### src/rtl/assert_macros.svh
// Assertion macros shared by the RTL of the stair ramp planner.
// No dependencies; the bodies are empty when SYNTHESIS is defined.
`ifndef ASSERT_MACROS_SVH
`define ASSERT_MACROS_SVH
`ifndef SYNTHESIS
// expr must hold at every clock edge outside reset
`define ASSERT_ALWAYS(lbl, clk, rstn, expr, msg) \
    lbl: assert property (@(posedge clk) disable iff (!(rstn)) (expr)) else $error(msg);
// ante implies cons in the same cycle
`define ASSERT_IMPLY(lbl, clk, rstn, ante, cons, msg) \
    lbl: assert property (@(posedge clk) disable iff (!(rstn)) (ante) |-> (cons)) \
        else $error(msg);
`else
`define ASSERT_ALWAYS(lbl, clk, rstn, expr, msg)
`define ASSERT_IMPLY(lbl, clk, rstn, ante, cons, msg)
`endif
`endif

### src/rtl/ssrp_pkg.sv
// Package of the stair ramp planner: field widths, payload and command types,
// codes and state enum. No dependencies.
package ssrp_pkg;

    localparam int MAX_STAIRS_DEF = 16;

    localparam int IDX_W    = 4;
    localparam int STEPS_W  = 8;
    localparam int FREQ_W   = 16;
    localparam int PULSE_W  = 16;
    localparam int SC_W     = 5;
    localparam int PPS_W    = 7;
    localparam int SEG_W    = STEPS_W + PPS_W;
    // 2 * 127 * 16 * 255 fits in 20 bits
    localparam int ACC_W    = 20;
    localparam int INDEX_SPAN = 2 ** IDX_W;

    localparam int CFG_IDX_W  = 1;
    localparam int CFG_DATA_W = 7;
    localparam logic [CFG_IDX_W-1:0] CFG_STAIR_COUNT     = 1'b0;
    localparam logic [CFG_IDX_W-1:0] CFG_PULSES_PER_STEP = 1'b1;

    localparam logic MODE_LOAD = 1'b0;
    localparam logic MODE_MOVE = 1'b1;

    localparam int Q_DEPTH = 2;

    typedef enum logic [1:0] {
        PH_ACCEL  = 2'd0,
        PH_CRUISE = 2'd1,
        PH_DECEL  = 2'd2
    } t_phase;

    typedef enum logic [2:0] {
        ST_IDLE,
        ST_SCAN,
        ST_RISE,
        ST_CRUISE,
        ST_FALL
    } t_state;

    typedef struct packed {
        logic               mode;
        logic [IDX_W-1:0]   stair_index;
        logic [STEPS_W-1:0] stair_steps;
        logic [FREQ_W-1:0]  stair_freq;
        logic [PULSE_W-1:0] pulse_total;
        logic               direction;
    } t_in_item;

    typedef struct packed {
        logic [PULSE_W-1:0] seg_pulses;
        logic [FREQ_W-1:0]  seg_freq;
        logic               seg_direction;
        t_phase             seg_phase;
        logic               last;
    } t_out_item;

    // command held in the queue between front and back
    typedef struct packed {
        logic               is_move;
        logic [IDX_W-1:0]   stair_index;
        logic [STEPS_W-1:0] stair_steps;
        logic [FREQ_W-1:0]  stair_freq;
        logic [PULSE_W-1:0] pulse_total;
        logic               direction;
    } t_cmd;

    typedef struct packed {
        logic full;
        logic empty;
    } t_q_stat;

    typedef struct packed {
        logic [SC_W-1:0]  stair_count;
        logic [PPS_W-1:0] pulses_per_step;
    } t_cfg;

endpackage

### src/rtl/ssrp_stream_if.sv
// Valid/ready stream interface used by the planner's channels.
// Payload type is a parameter; no other dependencies.
interface ssrp_stream_if #(
    parameter type T = logic
) ();
    logic valid;
    logic ready;
    T     data;

    modport source (output valid, output data, input ready);
    modport sink   (input valid, input data, output ready);
endinterface

### src/rtl/ssrp_front.sv
// Front end: accepts input items, drops items that do nothing, queues commands.
// Depends on ssrp_pkg and ssrp_stream_if.
module ssrp_front
    import ssrp_pkg::*;
#(
    parameter int MAX_STAIRS = MAX_STAIRS_DEF
) (
    ssrp_stream_if.sink i_in,
    input  t_q_stat     i_q_stat,
    output logic        o_push,
    output t_cmd        o_cmd
);

    logic keep;

    assign i_in.ready = !i_q_stat.full;

    always_comb begin
        if (i_in.data.mode == MODE_MOVE) begin
            keep = (i_in.data.pulse_total != '0);
        end else begin
            keep = (32'(i_in.data.stair_index) < 32'(MAX_STAIRS));
        end
    end

    assign o_push = i_in.valid && i_in.ready && keep;

    assign o_cmd.is_move     = (i_in.data.mode == MODE_MOVE);
    assign o_cmd.stair_index = i_in.data.stair_index;
    assign o_cmd.stair_steps = i_in.data.stair_steps;
    assign o_cmd.stair_freq  = i_in.data.stair_freq;
    assign o_cmd.pulse_total = i_in.data.pulse_total;
    assign o_cmd.direction   = i_in.data.direction;

endmodule

### src/rtl/ssrp_queue.sv
// Short command FIFO between front and back of the planner.
// Depends on ssrp_pkg.
module ssrp_queue
    import ssrp_pkg::*;
(
    input  logic    i_clk,
    input  logic    i_rst_n,
    input  logic    i_push,
    input  t_cmd    i_cmd,
    input  logic    i_pop,
    output t_cmd    o_head,
    output t_q_stat o_stat
);

    localparam int PTR_W = (Q_DEPTH > 1) ? $clog2(Q_DEPTH) : 1;
    localparam int CNT_W = $clog2(Q_DEPTH + 1);

    t_cmd             r_mem [Q_DEPTH];
    logic [PTR_W-1:0] r_wr_ptr, n_wr_ptr;
    logic [PTR_W-1:0] r_rd_ptr, n_rd_ptr;
    logic [CNT_W-1:0] r_count, n_count;

    always_comb begin
        n_wr_ptr = r_wr_ptr;
        n_rd_ptr = r_rd_ptr;
        n_count  = r_count;
        if (i_push) begin
            n_wr_ptr = (32'(r_wr_ptr) == Q_DEPTH - 1) ? '0 : r_wr_ptr + PTR_W'(1);
        end
        if (i_pop) begin
            n_rd_ptr = (32'(r_rd_ptr) == Q_DEPTH - 1) ? '0 : r_rd_ptr + PTR_W'(1);
        end
        if (i_push && !i_pop) begin
            n_count = r_count + CNT_W'(1);
        end else if (i_pop && !i_push) begin
            n_count = r_count - CNT_W'(1);
        end
    end

    always_ff @(posedge i_clk) begin
        if (!i_rst_n) begin
            r_wr_ptr <= '0;
            r_rd_ptr <= '0;
            r_count  <= '0;
        end else begin
            r_wr_ptr <= n_wr_ptr;
            r_rd_ptr <= n_rd_ptr;
            r_count  <= n_count;
        end
    end

    always_ff @(posedge i_clk) begin
        if (i_push) begin
            r_mem[r_wr_ptr] <= i_cmd;
        end
    end

    assign o_head       = r_mem[r_rd_ptr];
    assign o_stat.full  = (r_count == CNT_W'(Q_DEPTH));
    assign o_stat.empty = (r_count == '0);

endmodule

### src/rtl/ssrp_back.sv
// Back end: holds the stair table, scans it for the turn stair and emits the
// segments of each move through an output register. Depends on ssrp_pkg, ssrp_stream_if.
module ssrp_back
    import ssrp_pkg::*;
#(
    parameter int MAX_STAIRS = MAX_STAIRS_DEF
) (
    input  logic          i_clk,
    input  logic          i_rst_n,
    input  t_cfg          i_cfg,
    input  logic          i_cmd_valid,
    input  t_cmd          i_cmd,
    output logic          o_pop,
    ssrp_stream_if.source o_out
);

    localparam int TBL_AW = (MAX_STAIRS > 1) ? $clog2(MAX_STAIRS) : 1;
    localparam int LIM    = (MAX_STAIRS < INDEX_SPAN) ? MAX_STAIRS : INDEX_SPAN;
    localparam int CNT_W  = $clog2(LIM + 1);

    // stair table, no reset
    logic [STEPS_W-1:0] r_steps [MAX_STAIRS];
    logic [FREQ_W-1:0]  r_freq  [MAX_STAIRS];

    t_state              r_state, n_state;
    logic [TBL_AW-1:0]   r_idx, n_idx;
    logic [TBL_AW-1:0]   r_cidx, n_cidx;
    logic [CNT_W-1:0]    r_rise, n_rise;
    logic [ACC_W-1:0]    r_acc, n_acc;
    logic [PULSE_W-1:0]  r_cruise, n_cruise;
    logic [PULSE_W-1:0]  r_npulses, n_npulses;
    logic                r_dir, n_dir;
    logic                r_out_valid;
    t_out_item           r_out_data;

    logic [CNT_W-1:0]    s_eff;
    logic [PPS_W-1:0]    p_eff;
    logic [TBL_AW-1:0]   rd_addr;
    logic [STEPS_W-1:0]  rd_steps;
    logic [FREQ_W-1:0]   rd_freq;
    logic [SEG_W-1:0]    seg;
    logic [ACC_W-1:0]    acc_next;
    logic                out_free;
    logic                tbl_we;
    logic                emit;
    t_out_item           emit_data;

    always_comb begin
        if (i_cfg.stair_count == '0) begin
            s_eff = CNT_W'(1);
        end else if (i_cfg.stair_count > SC_W'(LIM)) begin
            s_eff = CNT_W'(LIM);
        end else begin
            s_eff = CNT_W'(i_cfg.stair_count);
        end
    end

    assign p_eff    = (i_cfg.pulses_per_step == '0) ? PPS_W'(1) : i_cfg.pulses_per_step;
    assign rd_addr  = (r_state == ST_CRUISE) ? r_cidx : r_idx;
    assign rd_steps = r_steps[rd_addr];
    assign rd_freq  = r_freq[rd_addr];
    assign seg      = SEG_W'(rd_steps) * SEG_W'(p_eff);
    assign acc_next = r_acc + ACC_W'({seg, 1'b0});
    assign out_free = !r_out_valid || o_out.ready;

    always_comb begin
        n_state   = r_state;
        n_idx     = r_idx;
        n_cidx    = r_cidx;
        n_rise    = r_rise;
        n_acc     = r_acc;
        n_cruise  = r_cruise;
        n_npulses = r_npulses;
        n_dir     = r_dir;
        o_pop     = 1'b0;
        tbl_we    = 1'b0;
        emit      = 1'b0;
        emit_data.seg_pulses    = PULSE_W'(seg);
        emit_data.seg_freq      = rd_freq;
        emit_data.seg_direction = r_dir;
        emit_data.seg_phase     = PH_ACCEL;
        emit_data.last          = 1'b0;

        unique case (r_state)
            ST_IDLE: begin
                if (i_cmd_valid) begin
                    o_pop = 1'b1;
                    if (!i_cmd.is_move) begin
                        tbl_we = 1'b1;
                    end else begin
                        n_npulses = i_cmd.pulse_total;
                        n_dir     = i_cmd.direction;
                        n_idx     = '0;
                        n_acc     = '0;
                        n_state   = ST_SCAN;
                    end
                end
            end
            ST_SCAN: begin
                if (ACC_W'(r_npulses) <= acc_next) begin
                    // turn stair found: rise through the stairs below it
                    n_rise   = CNT_W'(r_idx);
                    n_cidx   = r_idx;
                    n_cruise = r_npulses - r_acc[PULSE_W-1:0];
                    n_idx    = '0;
                    n_state  = (r_idx == '0) ? ST_CRUISE : ST_RISE;
                end else if (CNT_W'(r_idx) == s_eff - CNT_W'(1)) begin
                    // move longer than the full ramp: full trapezoid
                    n_rise   = s_eff;
                    n_cidx   = r_idx;
                    n_cruise = r_npulses - acc_next[PULSE_W-1:0];
                    n_idx    = '0;
                    n_state  = ST_RISE;
                end else begin
                    n_idx = r_idx + TBL_AW'(1);
                    n_acc = acc_next;
                end
            end
            ST_RISE: begin
                if (out_free) begin
                    emit = 1'b1;
                    emit_data.seg_phase = PH_ACCEL;
                    if (CNT_W'(r_idx) == r_rise - CNT_W'(1)) begin
                        n_state = ST_CRUISE;
                    end else begin
                        n_idx = r_idx + TBL_AW'(1);
                    end
                end
            end
            ST_CRUISE: begin
                if (out_free) begin
                    emit = 1'b1;
                    emit_data.seg_pulses = r_cruise;
                    emit_data.seg_phase  = PH_CRUISE;
                    emit_data.last       = (r_rise == '0);
                    // r_idx already sits on the top rise stair
                    n_state = (r_rise == '0) ? ST_IDLE : ST_FALL;
                end
            end
            ST_FALL: begin
                if (out_free) begin
                    emit = 1'b1;
                    emit_data.seg_phase = PH_DECEL;
                    emit_data.last      = (r_idx == '0);
                    if (r_idx == '0) begin
                        n_state = ST_IDLE;
                    end else begin
                        n_idx = r_idx - TBL_AW'(1);
                    end
                end
            end
            default: begin
                n_state = ST_IDLE;
            end
        endcase
    end

    always_ff @(posedge i_clk) begin
        if (!i_rst_n) begin
            r_state     <= ST_IDLE;
            r_out_valid <= 1'b0;
        end else begin
            r_state <= n_state;
            if (emit) begin
                r_out_valid <= 1'b1;
            end else if (o_out.ready) begin
                r_out_valid <= 1'b0;
            end
        end
    end

    always_ff @(posedge i_clk) begin
        r_idx     <= n_idx;
        r_cidx    <= n_cidx;
        r_rise    <= n_rise;
        r_acc     <= n_acc;
        r_cruise  <= n_cruise;
        r_npulses <= n_npulses;
        r_dir     <= n_dir;
        if (emit) begin
            r_out_data <= emit_data;
        end
        if (tbl_we) begin
            r_steps[TBL_AW'(i_cmd.stair_index)] <= i_cmd.stair_steps;
            r_freq[TBL_AW'(i_cmd.stair_index)]  <= i_cmd.stair_freq;
        end
    end

    assign o_out.valid = r_out_valid;
    assign o_out.data  = r_out_data;

endmodule

### src/rtl/stepper_stair_ramp_planner_top.sv
// Top level of the stepper stair ramp planner: config registers, front, queue, back.
// Depends on ssrp_pkg, ssrp_stream_if, ssrp_front, ssrp_queue, ssrp_back, assert_macros.svh.
//
// channel   dir  payload      per transaction
// i_in      in   t_in_item    one stair load or one move request
// o_out     out  t_out_item   one planned segment; last marks the end of a move
// i_cfg_*   in   7-bit data   one register write, index 0 stair_count, 1 pulses_per_step
//
// A load is written into the stair table as the back end dequeues it; a move with S
// stairs in use and turn stair k is dequeued, scans up to S stairs of the table (one
// stair per cycle through the 8x7 multiplier and 20-bit compare), then emits 2k+1
// segments (2S+1 for a full trapezoid).
// Reset clears the control state and config registers; the stair table is not cleared.
// A stalled output holds the back end in its emit state; the 2-entry queue lets
// the front keep taking items meanwhile.
`include "assert_macros.svh"

module stepper_stair_ramp_planner_top
    import ssrp_pkg::*;
#(
    parameter int MAX_STAIRS = MAX_STAIRS_DEF
) (
    input  logic                  i_clk,
    input  logic                  i_rst_n,
    ssrp_stream_if.sink           i_in,
    ssrp_stream_if.source         o_out,
    input  logic                  i_cfg_we,
    input  logic [CFG_IDX_W-1:0]  i_cfg_idx,
    input  logic [CFG_DATA_W-1:0] i_cfg_data
);

    // configuration registers
    logic [SC_W-1:0]  r_stair_count;
    logic [PPS_W-1:0] r_pulses_per_step;
    t_cfg             cfg;

    always_ff @(posedge i_clk) begin
        if (!i_rst_n) begin
            r_stair_count     <= SC_W'(1);
            r_pulses_per_step <= PPS_W'(2);
        end else if (i_cfg_we) begin
            unique case (i_cfg_idx)
                CFG_STAIR_COUNT:     r_stair_count     <= i_cfg_data[SC_W-1:0];
                CFG_PULSES_PER_STEP: r_pulses_per_step <= i_cfg_data[PPS_W-1:0];
                default: begin
                end
            endcase
        end
    end

    assign cfg.stair_count     = r_stair_count;
    assign cfg.pulses_per_step = r_pulses_per_step;

    // front -> queue -> back
    logic    q_push;
    t_cmd    q_push_cmd;
    logic    q_pop;
    t_cmd    q_head;
    t_q_stat q_stat;

    ssrp_front #(
        .MAX_STAIRS (MAX_STAIRS)
    ) u_front (
        .i_in     (i_in),
        .i_q_stat (q_stat),
        .o_push   (q_push),
        .o_cmd    (q_push_cmd)
    );

    ssrp_queue u_queue (
        .i_clk   (i_clk),
        .i_rst_n (i_rst_n),
        .i_push  (q_push),
        .i_cmd   (q_push_cmd),
        .i_pop   (q_pop),
        .o_head  (q_head),
        .o_stat  (q_stat)
    );

    ssrp_back #(
        .MAX_STAIRS (MAX_STAIRS)
    ) u_back (
        .i_clk       (i_clk),
        .i_rst_n     (i_rst_n),
        .i_cfg       (cfg),
        .i_cmd_valid (!q_stat.empty),
        .i_cmd       (q_head),
        .o_pop       (q_pop),
        .o_out       (o_out)
    );

    // queue bookkeeping between front and back
    `ASSERT_IMPLY(a_push_room, i_clk, i_rst_n, q_push, !q_stat.full, "push into full queue")
    `ASSERT_IMPLY(a_pop_data, i_clk, i_rst_n, q_pop, !q_stat.empty, "pop from empty queue")
    `ASSERT_ALWAYS(a_ready_room, i_clk, i_rst_n, i_in.ready == !q_stat.full, "ready mismatch")

endmodule

### src/flat_wrapper.sv
// flat-port wrapper written by rule: the top's interface ports become plain ports
module stepper_stair_ramp_planner_top_flat import ssrp_pkg::*;
#(
    parameter int MAX_STAIRS = MAX_STAIRS_DEF
)
  (i_clk, i_rst_n, i_cfg_we, i_cfg_idx, i_cfg_data, i_in_valid, i_in_data, i_in_ready, o_out_valid, o_out_data, o_out_ready);
  ssrp_stream_if #(.T(t_in_item)) i_in_i ();
  ssrp_stream_if #(.T(t_out_item)) o_out_i ();
  input  logic i_clk;
  input  logic i_rst_n;
  input  logic i_cfg_we;
  input  logic [CFG_IDX_W-1:0] i_cfg_idx;
  input  logic [CFG_DATA_W-1:0] i_cfg_data;
  input wire logic [$bits(i_in_i.valid)-1:0] i_in_valid;
  input wire logic [$bits(i_in_i.data)-1:0] i_in_data;
  output wire logic [$bits(i_in_i.ready)-1:0] i_in_ready;
  output wire logic [$bits(o_out_i.valid)-1:0] o_out_valid;
  output wire logic [$bits(o_out_i.data)-1:0] o_out_data;
  input wire logic [$bits(o_out_i.ready)-1:0] o_out_ready;
  assign i_in_i.valid = i_in_valid;
  assign i_in_i.data = i_in_data;
  assign i_in_ready = i_in_i.ready;
  assign o_out_valid = o_out_i.valid;
  assign o_out_data = o_out_i.data;
  assign o_out_i.ready = o_out_ready;
  stepper_stair_ramp_planner_top #(.MAX_STAIRS(MAX_STAIRS)) u_core (.i_clk(i_clk), .i_rst_n(i_rst_n), .i_in(i_in_i), .o_out(o_out_i), .i_cfg_we(i_cfg_we), .i_cfg_idx(i_cfg_idx), .i_cfg_data(i_cfg_data));
endmodule
### config.mk
export PLATFORM = sky130hd
export DESIGN_NAME = stepper_stair_ramp_planner_top_flat
export DESIGN_NICKNAME = d
export VERILOG_FILES = /design/src/rtl/ssrp_pkg.sv /design/src/rtl/ssrp_stream_if.sv /design/src/rtl/ssrp_front.sv /design/src/rtl/ssrp_queue.sv /design/src/rtl/ssrp_back.sv /design/src/rtl/stepper_stair_ramp_planner_top.sv /design/src/flat_wrapper.sv
export VERILOG_INCLUDE_DIRS = /design/src /design/src/rtl
export SDC_FILE = /design/constraint.sdc
export NUM_CORES = 1
export LEC_CHECK = 0
export BUFFER_PORTS_ARGS = -buffer_cell sky130_fd_sc_hd__buf_2
export CAP_MARGIN = 20
export CELL_PAD_IN_SITES_DETAIL_PLACEMENT = 1
export CELL_PAD_IN_SITES_GLOBAL_PLACEMENT = 2
export CORE_MARGIN = 4
export CORE_UTILIZATION = 45
export DETAILED_ROUTE_END_ITERATION = 8
export GPL_TIMING_DRIVEN = 0
export PLACE_DENSITY_LB_ADDON = 0.1
export SETUP_SLACK_MARGIN = 0.15
export SYNTH_ARGS = -nofsm -noshare
export SYNTH_HDL_FRONTEND = slang
export SYNTH_HIERARCHICAL = 1
export SYNTH_SLANG_ARGS = --single-unit
export TNS_END_PERCENT = 30
### constraint.sdc
create_clock -name i_clk -period 28.6 [get_ports i_clk]
set_input_delay 1.43 -clock i_clk [delete_from_list [all_inputs] [get_ports i_clk]]
set_output_delay 1.43 -clock i_clk [all_outputs]
set_load 0.02 [all_outputs]
* After elaboration in Yosys (flattened, before gate mapping)
Memories as Yosys holds them, arrays and structs flattened. A register that Yosys moved wholly into a read port is not among the register bits.
Index checks and enable logic that the tools add are counted.
** Cells by class
- Add/subtract/negate cells :: 11
- Multiply operators :: 1
- Div/mod/pow operators :: 0
- Order comparisons :: 2
- Equality and inequality tests :: 19
- Shifts and indexed selects :: 0
- Mux-type cells :: 62
- Bitwise gates (word level) :: 2
- Reduce and logical (&&, ||, !) cells :: 30
** Operators with widths (number)
- two-way mux 20 bit :: 4
- two-way mux 4 bit :: 12
- one-hot mux 20 bit (2 select lines) :: 1
- two-way mux 3 bit :: 11
- two-way mux 16 bit :: 2
- subtractor 16 bit :: 2
- two-way mux 15 bit :: 2
- inequality test 2 bit, second input constant :: 11
- adder 20 x 16 -> 20 bit :: 1
- less-or-equal comparator 16 x 20 -> 1 bit :: 1
- two-way mux 1 bit :: 19
- one-hot mux 4 bit (4 select lines) :: 1
- nonzero test 16 bit :: 1
- multiplier 8 x 7 -> 15 bit :: 1
- two-way mux 5 bit :: 3
- one-hot mux 3 bit (5 select lines) :: 1
- == test 4 x 5 -> 1 bit :: 2
- logical NOT 5 bit :: 2
- subtractor 5 x 1 -> 5 bit, second input constant :: 2
- AND reduction 2 bit :: 4
- AND reduction 8 bit :: 1
- nonzero test 2 bit :: 4
- logical NOT 7 bit :: 1
- two-way mux 7 bit :: 1
- 26 further kinds :: 37
** Storage, ports and cells
- Register bits :: 106
- Latch bits :: 0
- Memory bits (writable) :: 476
- Bits in read-only memories :: 0
- Input bits :: 59
- Output and inout bits :: 38
- Word-level logic and storage cells :: 150
- Memories :: 3
** Memory list
- u_core.u_back.r_freq :: words 16, width 16, read ports 1, clocked after memory_dff 1, write ports 1, RTL line ssrp_back.sv:23 : logic [FREQ_W-1:0] r_freq [MAX_STAIRS];
- u_core.u_back.r_steps :: words 16, width 8, read ports 1, clocked after memory_dff 0, write ports 1, RTL line ssrp_back.sv:22 : logic [STEPS_W-1:0] r_steps [MAX_STAIRS];
- u_core.u_queue.r_mem :: words 2, width 46, read ports 1, clocked after memory_dff 1, write ports 1, RTL line ssrp_queue.sv:18 : t_cmd r_mem [Q_DEPTH];

* Longest topological paths before layout
Gate-level depths: netlist of the first run.
- Depth in word-level cells :: 8
- Gate-level depth with buffers :: 53

* By module
Netlist of the first run, hierarchy kept.
** By module, submodules not included
- ssrp_back :: instances 1, cells each 1424, area an instance 22881.9 um^2, seq. area each 14644.0 um^2
- ssrp_queue :: instances 1, cells each 165, area an instance 3549.7 um^2, seq. area each 2862.7 um^2
- stepper_stair_ramp_planner_top :: instances 1, cells each 52, area an instance 495.5 um^2, seq. area each 240.2 um^2
- ssrp_front :: instances 1, cells each 54, area an instance 415.4 um^2, seq. area each 0.0 um^2

* Least setup slack after synthesis of the first run
OpenSTA, ideal clock, no wires.
- Kind :: flip-flop to flip-flop
- Start :: register u_core.u_back.r_state[2]
- End :: register u_core.u_back.r_cruise[15] (data pin)
- Library setup time :: 0.268 ns
- Arrival :: 10.428 ns
- Data required time :: 28.332 ns
- Path slack :: 17.905 ns
- Stages on the path, launching flop included :: 51
- Path buffers :: 4
- Cell sequence :: dfxtp_1 > buf_6 > nor2b_4 > nand2_8 > mux2i_4 > buf_12 > mux4_2 > and2_1 > a211oi_2 > a31oi_4 > and2_1 > fa_1 > inv_1 > fa_1 > fa_1 > inv_1 > fa_1 > ha_1 > [15 not listed] > a32oi_1 > o21ai_0 > o21ba_2 > o211ai_2 > buf_4 > buf_4 > nor2_1 > a21oi_1 > ha_1 > o21a_1 > o21a_1 > o21ai_1 > nand2b_1 > a41o_1 > o41ai_1 > o21ai_0 > o41ai_1 > xnor2_1
** Between the ends
- Cells in the longest elaborated chain, start to end :: 8
- Elaborated cells between the ends (all ways) :: 9
- Those cells by class :: add/sub: 2; mul: 1; order compare: 1; eq/ne: 1; mux: 3; memory: 1
** Ends and longest elaborated chain
- start: declaration :: RTL line ssrp_back.sv:25 : t_state r_state, n_state;
- start signal: assignment :: RTL line ssrp_back.sv:163 : r_state <= n_state;
- == test 3 x 2 -> 1 bit * :: RTL line ssrp_back.sv:59 : assign rd_addr = (r_state == ST_CRUISE) ? r_cidx : r_idx;
- two-way mux 4 bit * :: RTL line ssrp_back.sv:59
- memory (16 x 8 bit) *
- multiplier 8 x 7 -> 15 bit * :: RTL line ssrp_back.sv:62 : assign seg = SEG_W'(rd_steps) * SEG_W'(p_eff);
- adder 20 x 16 -> 20 bit * :: RTL line ssrp_back.sv:63 : assign acc_next = r_acc + ACC_W'({seg, 1'b0});
- subtractor 16 bit :: RTL line ssrp_back.sv:111 : n_cruise = r_npulses - acc_next[PULSE_W-1:0];
- two-way mux 16 bit :: RTL line ssrp_back.sv:107 : end else if (CNT_W'(r_idx) == s_eff - CNT_W'(1)) begin
- two-way mux 16 bit * :: RTL line ssrp_back.sv:100 : if (ACC_W'(r_npulses) <= acc_next) begin
- end signal: assignment :: RTL line ssrp_back.sv:177 : r_cruise <= n_cruise;
- end: declaration :: RTL line ssrp_back.sv:30 : logic [PULSE_W-1:0] r_cruise, n_cruise;
Every way passes the cells marked *; elsewhere a longest branch is shown, timed or not. The select of a mux whose other input is x is not followed.
A chain may end at the register's enable or synchronous reset.

* Worst setup path in the final report of the first run
- Start :: register u_core.u_back.r_state[1]
- End :: register u_core.u_back.r_cruise[15] (data pin)
Same word-level chain as after synthesis.

==> results of run 1 <==
==> cell usage in the layout (no fill, tap or decap), types with 13 or more instances in the layout <==
cell / n
nor2_1: 83
nand2_1: 116
edfxtp_1: 577
fa_1: 30
xor2_1: 20
nor3_1: 16
clkbuf_1: 31
a211oi_1: 21
and2_1: 68
xnor2_1: 27
buf_4: 51
buf_6: 26
dfxtp_1: 21
ha_1: 84
a21oi_1: 48
a31oi_1: 19
nor2b_1: 20
buf_2: 84
clkbuf_16: 69
nand2b_1: 18
inv_1: 65
mux2_2: 59
o21ai_0: 30
nor2_4: 13
clkinv_1: 13
mux4_2: 92
==> through the flow <==
step	cell area [um2]	power (W)	instances
after CTS	31400	0.00390	2691
after global routing	31400	0.00413	2691
final	31400	0.00386	2691
after global placement	28700	0.00300	2544
after detailed placement	29300	0.00305	2572
after floorplan	27300	0.00251	1695
==> sequential cells by signal, indices dropped and copies added (netlist names), 5 cells and up, named ones only <==
name	count
u_core/u_back/r_freq	256
u_core/u_back/r_steps	128
u_core/u_queue/r_mem	92
u_core/u_back/o_out.data	36
u_core/u_back/r_acc	19
u_core/u_back/r_cruise	16
u_core/u_back/r_npulses	16
u_core/r_pulses_per_step	7
u_core/r_stair_count	5
u_core/u_back/r_rise	5
==> critical path, delay by kind of cell, from the launching register on <==
kind | cells | cell delay (ps)
AOI/OAI and AO/OA | 21 | 4850
xor gates and xnor gates | 3 | 720
adders and majority gates | 8 | 3260
buffers and inverters | 6 | 1720
DFF | 1 | 400
muxes | 1 | 400
and+or+nand+nor | 8 | 1360
==> synth_stat cells (all sizes together), types with 3 or more instances <==
master	n	area [um2]
nor4	5	43.8
ha	84	1050
edfxtp	577	17300
o41ai	3	26.3
a41o	3	30.0
o21ai	36	184
nand2b	18	113
mux4	96	2180
a211oi	30	278
and2	71	449
nor2	96	360
o211ai	6	50.1
a221oi	3	26.3
nand2	117	455
o2111ai	4	35.0
fa	30	601
nor4b	3	32.5
a21o	10	75.1
inv	66	248
and3	3	18.8
nand4	7	43.8
buf	88	736
nand3	11	55.1
a31oi	27	272
a21boi	5	37.5
xnor2	27	236
or3	9	56.3
xor2	20	175
o21a	11	82.6
clkbuf	14	56.3
mux2i	14	165
nor3	20	100
dfxtp	21	420
mux2	60	679
and2b	3	26.3
nor2b	23	151
o21bai	3	22.5
a21oi	48	240
==> report_power, final <==
part           switching [W]  total [W]  internal [W]
combinational        0.00109    0.00183      0.000734
sequential         0.0000428    0.00120       0.00116
clock               0.000341   0.000832      0.000491
==> logic make-up after synthesis <==
family	Yosys count	synth area share, %
adders and majority gates	114	6.04
and+or+nand+nor	393	7.18
muxes	170	11.1
xor gates and xnor gates	47	1.51
AOI/OAI and AO/OA	203	5.42
DFF	598	64.9
buffers and inverters	170	3.89
==> worst max path at each step <==
stage                             start                    endpoint  slack (ps)  cells past startpoint
2_1_floorplan  u_core/u_back/r_state[2]  u_core/u_back/r_cruise[15]       17900                     50
3_3_place_gp   u_core/u_back/r_state[1]  u_core/u_back/r_cruise[15]       15660                     47
3_5_place_dp   u_core/u_back/r_state[1]  u_core/u_back/r_cruise[15]       15650                     47
4_1_cts        u_core/u_back/r_state[1]  u_core/u_back/r_cruise[15]       15550                     47
5_1_grt        u_core/u_back/r_state[1]  u_core/u_back/r_cruise[15]       14680                     49
6_report       u_core/u_back/r_state[1]  u_core/u_back/r_cruise[15]       15590                     47
==> area by class of cell <==
cell class / count / area (um2)
plain buffers: 104 / 817
clock buffers: 87 / 1790
clock inverters: 32 / 324
fillers: 5580 / 28800
inverters: 66 / 248
multi-input cells: 927 / 8660
flip-flops and latches: 598 / 17700
well taps: 782 / 978
repair buffers: 95 / 861
==> metal layers <==
metal / track usage, % / vias to the layer above / part of all wire, %
li1: - / 6762 / -
met1: 32.5 / 7867 / 48
met2: 31.8 / 368 / 45
met3: 2.94 / 68 / 4.6
met4: 5.74 / 0 / 2.1
met5: 0 / - / 0
==> metrics.csv, run 1 <==
metric,value,unit
outcome,completed,
grt_start_max_net_pins,47,
syn_area,27300,um2
syn_avg_cell_area,16.1,um2
synth_edf_count,577,
fin_crit,13010,ps
avgRoutedWirePerCell,25.0,um
finalCritPeriodShare,45.5,%
ys_ff_latch,598,
root_buffer,clkbuf_16,
cp_data_required_time,28920,ps
max_slew_margin,37.4,%
criticalPathCategory,flip-flop to flip-flop,
die_h,254,um
clockBufferDepth,3,
grt_pass1_vias,15700,
cts.clk_slew.worst_paths,60,ps
track_usage,21.1,%
ys_types,82,
fp.coreArea,60200,um2
dieArea,64800,um2
synth_flop_cell,edfxtp_1,
power.leakage,11.2,nW
fin_ws,15590,ps
hold_path_depth,0,
timing.setup.tns,0,ps
vdd_ir_drop_max,0.0000949,V
cpPeakStageDelay,620,ps
final-hold-violation-count,0,
place_congestion,0.799,
max_clock_freq,76.9,MHz
fin_worst_skew,20.5,ps
worstMarginPinSlew,926,ps
syn_inst,1695,
place_hpwl,46800,um
end_kind,flip-flop,
portBuffers,67,
arrival,13320,ps
cts_buffers,67,
drc,0,
hold_slack,454,ps
initial_core_util,45.4,%
cts_resized,0,
postCtsSetupRepairBufs,0,
die_x,254,um
reg2reg_from,u_core/u_back/r_state[1],
syn_nets,1868,
hold_path.class,flip-flop to flip-flop,
htreeDepth,3,
cp_max_fo,10,
grt_first_pass_wirelength,101000,um
r2r_cells,47,
worstHoldEndpoint,u_core/u_back/r_cidx[3],
clkLatencyLatePin,600,ps
first_iter_violations,982,
cp-start-kind,flip-flop,
layout-drive-gt1-share,25.1,%
nNetsFinal,2032,
yosysWarnings,6,
routed-via-count,15100,
fin_util,52.2,%
area_growth,14.9,%
wl,67300,um
antenna_found_initial,0,
antenna_cells,0,
rsz0062_at_grt,false,
powerDensity,123,nW/um2
async_reset_ff_share,0,%
r2r_end,u_core/u_back/r_cruise[15],
tritoncts,built,
pre_cts_ws,15650,ps
crit_slowest_cell,clkbuf_1,
seq_area_frac_synth,64.9,%
finalSetupViolCount,0,
vias_per_cell,5.60,
io_pins,97,
r2r_slack,15590,ps
hold_buffers,0,
gr-total-overflow,0,
min-delay-start,u_core/u_back/r_idx[3],
finalMaxSlewViolations,0,
postRouteAntennaNets,0,
cts_sinks,598,
max-cap-violations,0,
first_pass_iters,5,
row_count,90,
(Power assumes the default switching activity.)
==> run 2, diff against run 1 <==
- CORE_UTILIZATION: 45 -> 42
- clock period: 28.6 -> 10.6 ns (I/O delays scaled with it)
==> run 2 against run 1 <==
Net effect:
- the run now ends with setup timing left
- routed wire length up 1.7%
- combinational power rose to 3.2 times the previous value
- utilization down 1.6 points
- register-to-register slack worse by 16000 ps
- critical path depth up 3
- total power rose to 2.9 times the previous value
- largest power group unchanged
==> metrics.csv, run 2 (same netlist as run 1, synthesis figures left out) <==
metric,value,unit
die_h,263,um
drc,0,
finalMaxSlewViolations,0,
crit_slowest_cell,fa_1,
hold_buffers,0,
finalSetupViolCount,5,
cts_sinks,598,
grt_first_pass_wirelength,103000,um
place_congestion,0.774,
routed-via-count,15200,
final-hold-violation-count,0,
grt_start_max_net_pins,26,
power.leakage,11.7,nW
fin_worst_skew,25.9,ps
avgRoutedWirePerCell,24.2,um
root_buffer,clkbuf_16,
cpPeakStageDelay,550,ps
first_pass_iters,5,
outcome,"finished, violations left",
cp-start-kind,flip-flop,
clkLatencyLatePin,600,ps
finalCritPeriodShare,102,%
criticalPathCategory,flip-flop to flip-flop,
gr-total-overflow,0,
fin_util,50.6,%
final_cell_mix,"edfxtp_1 (577), nand2_1 (112), buf_4 (104), mux4_2 (92), buf_2 (80)",
cp_max_fo,10,
htreeDepth,3,
layout-drive-gt1-share,31.6,%
track_usage,19.7,%
cts_buffers,67,
hold_path.class,primary input to flip-flop,
initial_core_util,42.4,%
max_flop_register,u_core/u_back/r_freq,
powerDensity,347,nW/um2
fp.coreArea,64500,um2
postRouteAntennaNets,0,
cp_data_required_time,10920,ps
finalNonFillerCells,2826,
grt_pass1_vias,16200,
final_common_cell,edfxtp_1,
max_clock_freq,92.3,MHz
worstMarginPinSlew,953,ps
clockBufferDepth,3,
tritoncts,built,
antenna_cells,0,
arrival,11160,ps
dieArea,69200,um2
vdd_ir_drop_max,0.000341,V
fin_crit,10840,ps
area_growth,19.2,%
die_x,263,um
first_iter_violations,971,
antenna_found_initial,0,
fin_ws,-240,ps
place_hpwl,46800,um
end_kind,flip-flop,
reg.largest.list,"u_core/u_back/r_freq x256, u_core/u_back/r_steps x128, u_core/u_queue/r_mem x92",
wl,68400,um
cts.clk_slew.worst_paths,60,ps
row_count,93,
vias_per_cell,5.37,
path_common_cell,fa_1,
nNetsFinal,2095,
portBuffers,67,
violations,setup timing,
max-cap-violations,0,
rsz0062_at_grt,true,
io_pins,97,
max_slew_margin,36.1,%
dp_cells,2645,
largest_register_ffs,256,
timing.setup.tns,-661,ps
-- run 2: final timing paths --
path	startpoint	to	slack, ps	cells past startpoint
setup / recovery	u_core/u_back/r_state[2]	u_core/u_back/r_cruise[15]	-240	50
hold / removal	i_in_data[19]	u_core/u_queue/r_mem[1][19]	120	1
setup reg to reg	u_core/u_back/r_state[2]	u_core/u_back/r_cruise[15]	-240	50
hold reg to reg	u_core/u_back/r_idx[3]	u_core/u_back/r_cidx[3]	450	0
-- run 2: through the flow --
step	hold slack (ps)	instance area, um2	power [W]	setup WS [ps]
2_1_floorplan	400	27400	0.00679	155
3_3_place_gp	439	28800	0.00813	-1940
3_5_place_dp	439	29500	0.00826	-1910
4_1_cts	72.7	32300	0.0112	-289
5_1_grt	82.7	32600	0.0121	-715
6_report	117	32600	0.0113	-240
-- run 2: layer usage --
layer	share of wire, %	global-route usage (%)	wire, um	up-vias
li1	-	-	-	6893
met1	48	29.5	32500	7905
met2	46	30.7	31600	304
met3	4.5	2.99	3080	73
met4	1.8	4.52	1200	0
met5	0	0	0	-
-- run 2: cell type report --
cell class | instances | area [um2]
inverters | 66 | 248
plain buffers | 103 | 883
multi-input cells | 927 | 9160
well taps | 855 | 1070
fillers | 6163 | 31900
repair buffers | 159 | 1470
flip-flops and latches | 598 | 17800
clock inverters | 33 | 241
clock buffers | 85 | 1760
-- run 2: timing repair --
action	in CTS	in global routing
buffers inserted	49	13
endpoints found under the hold margin	0	0
pin swaps	62	36
endpoints found under the setup margin	58	31
cloned	2	0
gates resized for setup	90	39
-- run 2: where the power goes --
part	internal, W	switching (W)
clock network	0.00123	0.000907
logic	0.00263	0.00329
registers	0.00312	0.000120
total	0.00698	0.00432
-- run 2: critical path: cells and delay by family, from the launching register on --
kind	cells	cell delay (ps)
mux	2	740
fa+ha+maj	8	3130
compound gates	21	3840
flops	1	310
simple gates	8	1070
xor+xnor	3	490
buf+inv	8	910
